==> config.mk <==
export PLATFORM = sky130hd
export DESIGN_NAME = atk_diffuse
export DESIGN_NICKNAME = d
export VERILOG_FILES = /design/src/hw/rtl/atk_pkg.sv /design/src/hw/rtl/atk_diffuse.sv
export SDC_FILE = /design/constraint.sdc
export NUM_CORES = 1
export LEC_CHECK = 0
export BUFFER_PORTS_ARGS = -buffer_cell sky130_fd_sc_hd__buf_2
export CAP_MARGIN = 10
export CORE_ASPECT_RATIO = 0.5
export CORE_UTILIZATION = 56
export CTS_CLUSTER_DIAMETER = 100
export DETAILED_ROUTE_END_ITERATION = 8
export PLACE_DENSITY = 0.82
export SKIP_CTS_REPAIR_TIMING = 1
export SYNTH_ARGS = -nofsm -noshare
export SYNTH_HDL_FRONTEND = slang
export SYNTH_SLANG_ARGS = --single-unit
==> constraint.sdc <==
create_clock -name clk_i -period 22.1 [get_ports clk_i]
set_input_delay 4.42 -clock clk_i [delete_from_list [all_inputs] [get_ports clk_i]]
set_output_delay 4.42 -clock clk_i [all_outputs]
set_load 0.05 [all_outputs]
==> src/hw/rtl/atk_pkg.sv <==
package atk_pkg;

  typedef struct packed {
    logic [7:0] chan_a;
    logic [7:0] chan_b;
    logic [7:0] chan_c;
  } pix_in_t;

  typedef struct packed {
    logic [7:0] level;
    logic       frame_end;
  } pix_out_t;

  typedef logic signed [8:0] err_t;
  typedef logic signed [5:0] diff_t;

  localparam int unsigned CFG_IDX_W      = 2;
  localparam int unsigned CFG_DATA_W     = 13;
  localparam int unsigned THRESHOLD_W    = 8;
  localparam int unsigned LINE_WIDTH_W   = 12;
  localparam int unsigned FRAME_HEIGHT_W = 13;

  localparam logic [CFG_IDX_W-1:0] REG_THRESHOLD    = 2'd0;
  localparam logic [CFG_IDX_W-1:0] REG_LINE_WIDTH   = 2'd1;
  localparam logic [CFG_IDX_W-1:0] REG_FRAME_HEIGHT = 2'd2;
  localparam logic [CFG_IDX_W-1:0] REG_COLOR_MODE   = 2'd3;

  localparam logic [THRESHOLD_W-1:0]    THRESHOLD_RST    = 8'd128;
  localparam logic [LINE_WIDTH_W-1:0]   LINE_WIDTH_RST   = 12'd640;
  localparam logic [FRAME_HEIGHT_W-1:0] FRAME_HEIGHT_RST = 13'd480;

  localparam int unsigned MIN_DIM = 3;

  localparam logic [7:0] LEVEL_WHITE = 8'd255;
  localparam logic [7:0] LEVEL_BLACK = 8'd0;

  localparam int unsigned WSUM_W       = 15;
  localparam int unsigned DIV100_MUL_W = 13;
  localparam int unsigned PROD_W       = WSUM_W + DIV100_MUL_W;
  localparam logic [DIV100_MUL_W-1:0] DIV100_MUL = 13'd5243;
  localparam int unsigned DIV100_SHIFT = 19;

  localparam logic signed [9:0] SUM_MAX = 10'sd255;
  localparam logic signed [9:0] SUM_MIN = -10'sd256;
  localparam err_t ERR_MAX = 9'sd255;
  localparam err_t ERR_MIN = 9'sh100;

  typedef struct packed {
    logic              thr_en;
    logic              row_end;
    logic              frame_last;
    logic              x_lt2;
    logic              x_nonzero;
    logic              is_color;
    logic [WSUM_W-1:0] src;
  } s1_ctl_t;

  typedef struct packed {
    logic       thr_en;
    logic       row_end;
    logic       frame_last;
    logic       x_nonzero;
    logic [7:0] base;
  } dith_ctl_t;

  function automatic logic [WSUM_W-1:0] gray_wsum(pix_in_t p);
    logic [WSUM_W-1:0] sum;
    sum = ({7'b0, p.chan_a} * 15'd30) + ({7'b0, p.chan_b} * 15'd59)
        + ({7'b0, p.chan_c} * 15'd11);
    return sum;
  endfunction

  // floor(s/100) by reciprocal, exact for s below 25600
  function automatic logic [7:0] div100(logic [WSUM_W-1:0] s);
    logic [PROD_W-1:0] prod;
    prod = {{DIV100_MUL_W{1'b0}}, s} * {{WSUM_W{1'b0}}, DIV100_MUL};
    return prod[DIV100_SHIFT +: 8];
  endfunction

  function automatic err_t sat_err(logic signed [9:0] v);
    err_t r;
    if (v > SUM_MAX) begin
      r = ERR_MAX;
    end else if (v < SUM_MIN) begin
      r = ERR_MIN;
    end else begin
      r = v[8:0];
    end
    return r;
  endfunction

endpackage

==> src/hw/rtl/atk_diffuse.sv <==
module atk_diffuse
  import atk_pkg::*;
#(
  parameter int unsigned AW = 11
) (
  input  logic                   clk_i,
  input  logic                   rst_ni,
  input  logic                   fire_i,
  input  dith_ctl_t              ctl_i,
  input  logic [AW-1:0]          x_i,
  input  logic [THRESHOLD_W-1:0] threshold_i,
  input  err_t                   nre_i,
  input  err_t                   sre_i,
  output logic [7:0]             level_o,
  output logic                   nre_we_o,
  output logic [AW-1:0]          nre_waddr_o,
  output err_t                   nre_wdata_o,
  output logic                   sre_we_o,
  output logic [AW-1:0]          sre_waddr_o,
  output err_t                   sre_wdata_o
);

  logic signed [6:0] a1_q, a1_d;
  diff_t             a2_q, a2_d;
  diff_t             ecarry_q;
  err_t              pend_q;
  logic [AW-1:0]     pend_addr_q;
  logic              pend_valid_q;

  err_t               sre_eff;
  err_t               nr;
  logic signed [10:0] val_sum;
  logic [7:0]         val;
  logic [7:0]         lvl;
  logic signed [8:0]  diff;
  logic [8:0]         mag;
  diff_t              e;

  always_comb begin
    // pending update of entry x from the previous pixel
    sre_eff = sat_err({sre_i[8], sre_i} + {{4{ecarry_q[5]}}, ecarry_q});
    val_sum = {3'b000, ctl_i.base} + {{4{a1_q[6]}}, a1_q} + {{2{nre_i[8]}}, nre_i};
    if (val_sum[10]) begin
      val = 8'd0;
    end else if (val_sum > 11'sd255) begin
      val = 8'd255;
    end else begin
      val = val_sum[7:0];
    end
    if (ctl_i.thr_en) begin
      lvl = (val >= threshold_i) ? LEVEL_WHITE : LEVEL_BLACK;
    end else begin
      lvl = val;
    end
    diff = {1'b0, val} - {1'b0, lvl};
    mag  = diff[8] ? (9'd0 - 9'(diff)) : 9'(diff);
    // share truncated toward zero
    if (!ctl_i.thr_en) begin
      e = '0;
    end else if (diff[8]) begin
      e = 6'd0 - {1'b0, mag[7:3]};
    end else begin
      e = {1'b0, mag[7:3]};
    end
    nr = sat_err({sre_eff[8], sre_eff} + {{4{e[5]}}, e});
    if (ctl_i.row_end) begin
      a1_d = '0;
      a2_d = '0;
    end else begin
      a1_d = {a2_q[5], a2_q} + {e[5], e};
      a2_d = e;
    end
  end

  assign level_o     = lvl;
  assign nre_we_o    = fire_i && pend_valid_q;
  assign nre_waddr_o = pend_addr_q;
  assign nre_wdata_o = sat_err({pend_q[8], pend_q}
                               + (ctl_i.x_nonzero ? {{4{e[5]}}, e} : 10'd0));
  assign sre_we_o    = fire_i;
  assign sre_waddr_o = x_i;
  assign sre_wdata_o = {{3{e[5]}}, e};

  always_ff @(posedge clk_i or negedge rst_ni) begin
    if (!rst_ni) begin
      a1_q         <= '0;
      a2_q         <= '0;
      ecarry_q     <= '0;
      pend_valid_q <= 1'b0;
    end else if (fire_i) begin
      a1_q         <= a1_d;
      a2_q         <= a2_d;
      ecarry_q     <= e;
      pend_valid_q <= 1'b1;
    end
  end

  // entry x of the next-row store stays open for the following pixel
  always_ff @(posedge clk_i) begin
    if (fire_i) begin
      pend_q      <= nr;
      pend_addr_q <= x_i;
    end
  end

endmodule
== Word level (Yosys, flattened, before mapping) ==
Cells that the tools add are included.
Storage, ports and cells
  register bits after elaboration: 40
  input port bits: 52
  output and inout bits: 50
Operators by class
  add/subtract/negate cells: 9
  order comparisons: 8
  multiplexer cells: 15
  reduce and logical (&&, ||, !) cells: 1
Operators with widths (number)
  9-bit 2-to-1 mux: 5
  8-bit 2-to-1 mux: 5
  10-bit by 9-bit greater-than comparator with 1-bit output, second input constant: 3
  10-bit by 9-bit < comparator with 1-bit output, second input constant: 3
  9-bit by 6-bit adder with 10-bit output: 2
  6-bit 2-to-1 mux: 3
  10-bit by 9-bit adder with 11-bit output: 1
  11-bit by 9-bit greater-than comparator with 1-bit output, second input constant: 1
  10-bit adder: 1
  9-bit by 7-bit adder with 10-bit output: 1
  10-bit 2-to-1 mux: 1
  8-bit by 8-bit subtractor with 9-bit output: 1
  8-bit >= comparator: 1
  1-bit by 8-bit subtractor with 8-bit output, first input constant: 1
  6-bit by 6-bit adder with 7-bit output: 1
  7-bit 2-to-1 mux: 1
  1-bit by 5-bit subtractor with 6-bit output, first input constant: 1
  1-bit logical AND: 1

== Depth between registers and ports, before layout ==
  word-level depth: 19
  gate-level depth with buffers: 47
  gate-level depth less buffers: 45

== Worst setup path after synthesis ==
OpenSTA, ideal clock, no wires.
  path type: input to output
  start point: input port ctl_i[1] (netlist bit)
  end point: output port nre_wdata_o[0]
  data arrival time: 15.398 ns
  data required time: 17.680 ns
  slack: 2.282 ns
  stages on the path: 45
  path buffers: 3
  cells stage by stage: inv_1 > fa_1 > inv_1 > ha_1 > fa_1 > a211oi_1 > nor3_1 > or3_1 > a22oi_1 > nor2_1 > a31oi_1 > o21ai_0 > ha_1 > nor2_1 > a211oi_1 > nor2_1 > a211oi_1 > o21ai_1 > [... 9 more ...] > xor2_1 > ha_1 > buf_1 > inv_1 > a311o_1 > nand3_1 > a21oi_1 > ha_1 > a21oi_1 > o21ai_0 > a21oi_1 > o21bai_1 > a21oi_1 > o21ai_0 > o21ai_0 > and2_1 > clkbuf_1 > o21ai_0
Between the ends
  word-level cells in the longest chain between the ends: 19
RTL lines
  start, declared: RTL line atk_diffuse.sv:9  | input dith_ctl_t ctl_i,
  9-bit by 7-bit adder with 10-bit output *: RTL line atk_diffuse.sv:42  | val_sum = {3'b000, ctl_i.base} + {{4{a1_q[6]}}, a1_q} + {{2{nre_i[8]}}, nre_i};
  10-bit by 9-bit adder with 11-bit output *: RTL line atk_diffuse.sv:42
  11-bit by 9-bit greater-than comparator with 1-bit output: RTL line atk_diffuse.sv:45  | end else if (val_sum > 11'sd255) begin
  8-bit 2-to-1 mux: RTL line atk_diffuse.sv:45
  8-bit 2-to-1 mux *: RTL line atk_diffuse.sv:43  | if (val_sum[10]) begin
  8-bit >= comparator: RTL line atk_diffuse.sv:51  | lvl = (val >= threshold_i) ? LEVEL_WHITE : LEVEL_BLACK;
  8-bit 2-to-1 mux: RTL line atk_diffuse.sv:51
  8-bit 2-to-1 mux *: RTL line atk_diffuse.sv:50  | if (ctl_i.thr_en) begin
  named net level_o[0]: RTL line atk_diffuse.sv:14  | output logic [7:0] level_o,
  [... 3 more ...]
  1-bit by 5-bit subtractor with 6-bit output: RTL line atk_diffuse.sv:61  | e = 6'd0 - {1'b0, mag[7:3]};
  6-bit 2-to-1 mux *: RTL line atk_diffuse.sv:60  | end else if (diff[8]) begin
  6-bit 2-to-1 mux *: RTL line atk_diffuse.sv:58  | if (!ctl_i.thr_en) begin
  10-bit 2-to-1 mux *: RTL line atk_diffuse.sv:79  | + (ctl_i.x_nonzero ? {{4{e[5]}}, e} : 10'd0));
  10-bit adder *: RTL line atk_diffuse.sv:79
  10-bit by 9-bit < comparator with 1-bit output: RTL line atk_pkg.sv:84  | end else if (v < SUM_MIN) begin
  9-bit 2-to-1 mux: RTL line atk_pkg.sv:84
  9-bit 2-to-1 mux *: RTL line atk_pkg.sv:82  | if (v > SUM_MAX) begin
  end, declared: RTL line atk_diffuse.sv:17  | output err_t nre_wdata_o,
The timed path passes the listed nets; every way through them passes the cells marked *.

== Final worst setup path ==
  start point: input port ctl_i[1] (netlist bit)
  end point: output port nre_wdata_o[1]
Between the ends
  word-level cells in the longest chain between the ends: 19
RTL lines (RTL line)
  9-bit by 7-bit adder with 10-bit output *: atk_diffuse.sv:42
  10-bit by 9-bit adder with 11-bit output *: atk_diffuse.sv:42
  11-bit by 9-bit greater-than comparator with 1-bit output: atk_diffuse.sv:45
  8-bit 2-to-1 mux: atk_diffuse.sv:45
  8-bit 2-to-1 mux *: atk_diffuse.sv:43
  8-bit >= comparator: atk_diffuse.sv:51
  8-bit 2-to-1 mux: atk_diffuse.sv:51
  8-bit 2-to-1 mux: atk_diffuse.sv:50
  [... 3 more ...]
  1-bit by 5-bit subtractor with 6-bit output: atk_diffuse.sv:61
  6-bit 2-to-1 mux *: atk_diffuse.sv:60
  6-bit 2-to-1 mux *: atk_diffuse.sv:58
  10-bit 2-to-1 mux *: atk_diffuse.sv:79
  10-bit adder *: atk_diffuse.sv:79
  10-bit by 9-bit < comparator with 1-bit output: atk_pkg.sv:84
  9-bit 2-to-1 mux: atk_pkg.sv:84
  9-bit 2-to-1 mux *: atk_pkg.sv:82
Every way passes the cells marked *; elsewhere a longest branch is shown, timed or not.

==> impl_metrics.env <==
export IMPL_synth_edff_count=20
export IMPL_cp_arrival_ps=15170
export IMPL_grt_max_degree=34
export IMPL_whs_path_depth=1
export IMPL_hp_class="reg2reg"
export IMPL_yosys_top_cells_area="ha_1 15%, edfxtp_1 13%, dfrtp_1 11%, a21oi_1 5.9%, fa_1 5.9%"
export IMPL_antenna_found_initial=0
export IMPL_cp_num_buf_inv=6
export IMPL_fin_util_pct=66.3
export IMPL_h_tree_depth=2
export IMPL_fp_dieW_um=132
export IMPL_fmax_mhz=51.1
export IMPL_fin_nets=752
export IMPL_cts_inserted_buffers=5
export IMPL_setup_violations_final=0
export IMPL_clock_latency_ps=290
export IMPL_rsz0062_at_grt="no"
export IMPL_seq_area_frac_synth_pct=23.4
export IMPL_worst_setup_path_type="in2out"
export IMPL_path_delay_family="compound AO/OA/AOI/OAI gates"
export IMPL_rr_worst_depth=41
export IMPL_synth_warning_count=0
export IMPL_syn_inst=548
export IMPL_finClkSkew_ps=8.11
export IMPL_areaGrowthSynthToFinish_pct=13.8
export IMPL_period_share_pct=88.6
export IMPL_cts_root_buffer="clkbuf_16"
export IMPL_dpl_cell_count=733
export IMPL_cts_tree="built"
export IMPL_ff2ff_setup_slack_ps=10860
export IMPL_drc=0
export IMPL_grtUsageTotal_pct=23.8
export IMPL_antenna_left=0
export IMPL_antenna_diode_count=0
export IMPL_ys_types=63
export IMPL_startpoint_type="input port"
export IMPL_worstPathMaxFanout=13
export IMPL_avgRoutedWirePerCell_um=14.0
export IMPL_clkTransAtPathRegs_ps=70
export IMPL_finalSetupTns_ps=0
export IMPL_row_count=23
export IMPL_routed_via_density=5.65
export IMPL_async_flop_share_pct=50.0
export IMPL_ys_ff_latch=40
export IMPL_synth_avg_cell_area_um2=8.60
export IMPL_final_max_slew_viol_count=0
export IMPL_port_buffers=100
export IMPL_status="completed"
export IMPL_core_area_um2=8090
export IMPL_drt_pass1_iter_count=4
export IMPL_gp_congestion=0.894
export IMPL_layout_drive_gt1_share_pct=19.7
export IMPL_routed_wl_mm=10.3
export IMPL_path_common_cell="ha_1"
export IMPL_drv_cap=0
export IMPL_drt_iter0_drc=238
export IMPL_clkSinkCount=40
export IMPL_critPathRequiredTime_ps=17680
export IMPL_slowest_stage="or4_4"
export IMPL_grt_pass1_vias=3736
export IMPL_cp_depth=44
export IMPL_min_period_ps=19590
export IMPL_crit_path_end_kind="output pin"
export IMPL_yosysTopAreaCell="ha_1"
export IMPL_start_util_pct=58.3
export IMPL_hold_violations=0
export IMPL_die_height_um=66.9
export IMPL_tightest_slew_ps=741
export IMPL_dieArea_um2=8810
export IMPL_ys_flop_type="edfxtp_1"
export IMPL_grt_pass1_wl_mm=16.6
export IMPL_syn_nets=672
export IMPL_io_pins=102
export IMPL_place_hpwl_mm=8.33
export IMPL_syn_area_um2=4710
export IMPL_clock_path_buffers=2
export IMPL_synth_top_area_share_pct=15.4
export IMPL_grt_overflow=0
export IMPL_relSlewSlack_pct=49.9
export IMPL_stdcell_count=741
export IMPL_vias=4189
export IMPL_crit_path_max_incr_delay_ps=640
-- sequential cells by signal, indices dropped and copies added, names as in the netlist --
| name | cells |
|---|---|
| a1_q | 7 |
| ecarry_q | 6 |
| pend_valid_q | 1 |
| a2_q | 6 |
| nre_waddr_o | 11 |
| pend_q | 9 |
-- metal layers --
metal / vias to the layer above / routed length (um) / share of wire (%) / track usage (%)
li1: 2140 / - / - / -
met5: - / 0 / 0 / 0
met2: 113 / 4720 / 46 / 41.7
met3: 18 / 497 / 4.8 / 3.35
met4: 0 / 155 / 1.5 / 7.70
met1: 1918 / 4970 / 48 / 30.6
-- cell usage after synthesis, types with 7 or more instances --
cell / n
xor2_1: 11
buf_4: 15
nor2b_1: 8
a21o_1: 20
dfrtp_1: 20
inv_1: 70
fa_1: 14
nand2_1: 21
clkbuf_1: 11
edfxtp_1: 20
nand3_1: 8
o21a_1: 7
a211oi_1: 8
nor2_1: 28
o21ai_0: 30
o21bai_1: 11
o2bb2ai_1: 8
nor3_1: 10
ha_1: 58
xnor2_1: 23
a21oi_1: 56
-- logic make-up after synthesis --
| kind of cell | count (synthesis) | synth area share (%) |
|---|---|---|
| xor+xnor | 34 | 6.32 |
| buf+inv | 98 | 9.03 |
| mux | 6 | 1.35 |
| flops | 40 | 23.4 |
| fa+ha+maj | 72 | 21.3 |
| simple gates | 112 | 12.3 |
| compound gates | 186 | 26.3 |
-- per-stage QoR --
stage	hold slack, ps	instance area [um^2]	setup WS (ps)
finish	475	5360	2510
global route	509	5360	1700
CTS	477	5360	2580
detailed placement	460	5200	2580
global placement	442	5200	2780
floorplan	430	4710	2280
-- area by class of cell --
class                   count  area [um^2]
clock inverters             2         15.0
well taps                 112          140
flip-flops and latches     40         1100
fillers                   675         2720
clock buffers               6          150
multi-input cells         410         3190
inverters                  70          263
repair buffers            101          508
-- cells in the final DEF, fill, tap and decap left out, types with 4 or more instances in the layout --
cell type	synthesis	final
nand2_1	21	21
xnor2_1	23	23
nor2_1	28	28
clkbuf_16	0	6
a211oi_1	8	8
nand2b_1	4	4
ha_1	58	58
o21a_1	7	7
nor3_1	10	10
dfrtp_1	20	20
fa_1	14	14
a21o_1	20	20
nor2b_1	8	8
edfxtp_1	20	20
o2bb2ai_1	8	8
nor4_1	4	4
or2_2	6	6
a2111oi_0	4	4
a31oi_1	4	4
xor2_1	11	11
buf_2	1	100
nand3_1	8	8
a21oi_1	56	56
nor3b_1	4	4
and2_1	6	6
inv_1	70	70
o21bai_1	11	11
o21ai_0	30	30
-- final timing paths --
check | startpoint | end
min | pend_valid_q | pend_valid_q
min in group asynchronous | rst_ni | a2_q[3]
min reg2reg | pend_valid_q | pend_valid_q
max | ctl_i[1] | nre_wdata_o[1]
max in group asynchronous | rst_ni | a1_q[0]
max reg2reg | a1_q[1] | pend_q[2]
Power is left out: the tool's default activity adds up to more than one toggle a clock period on the data nets, which glitch-free logic cannot reach.
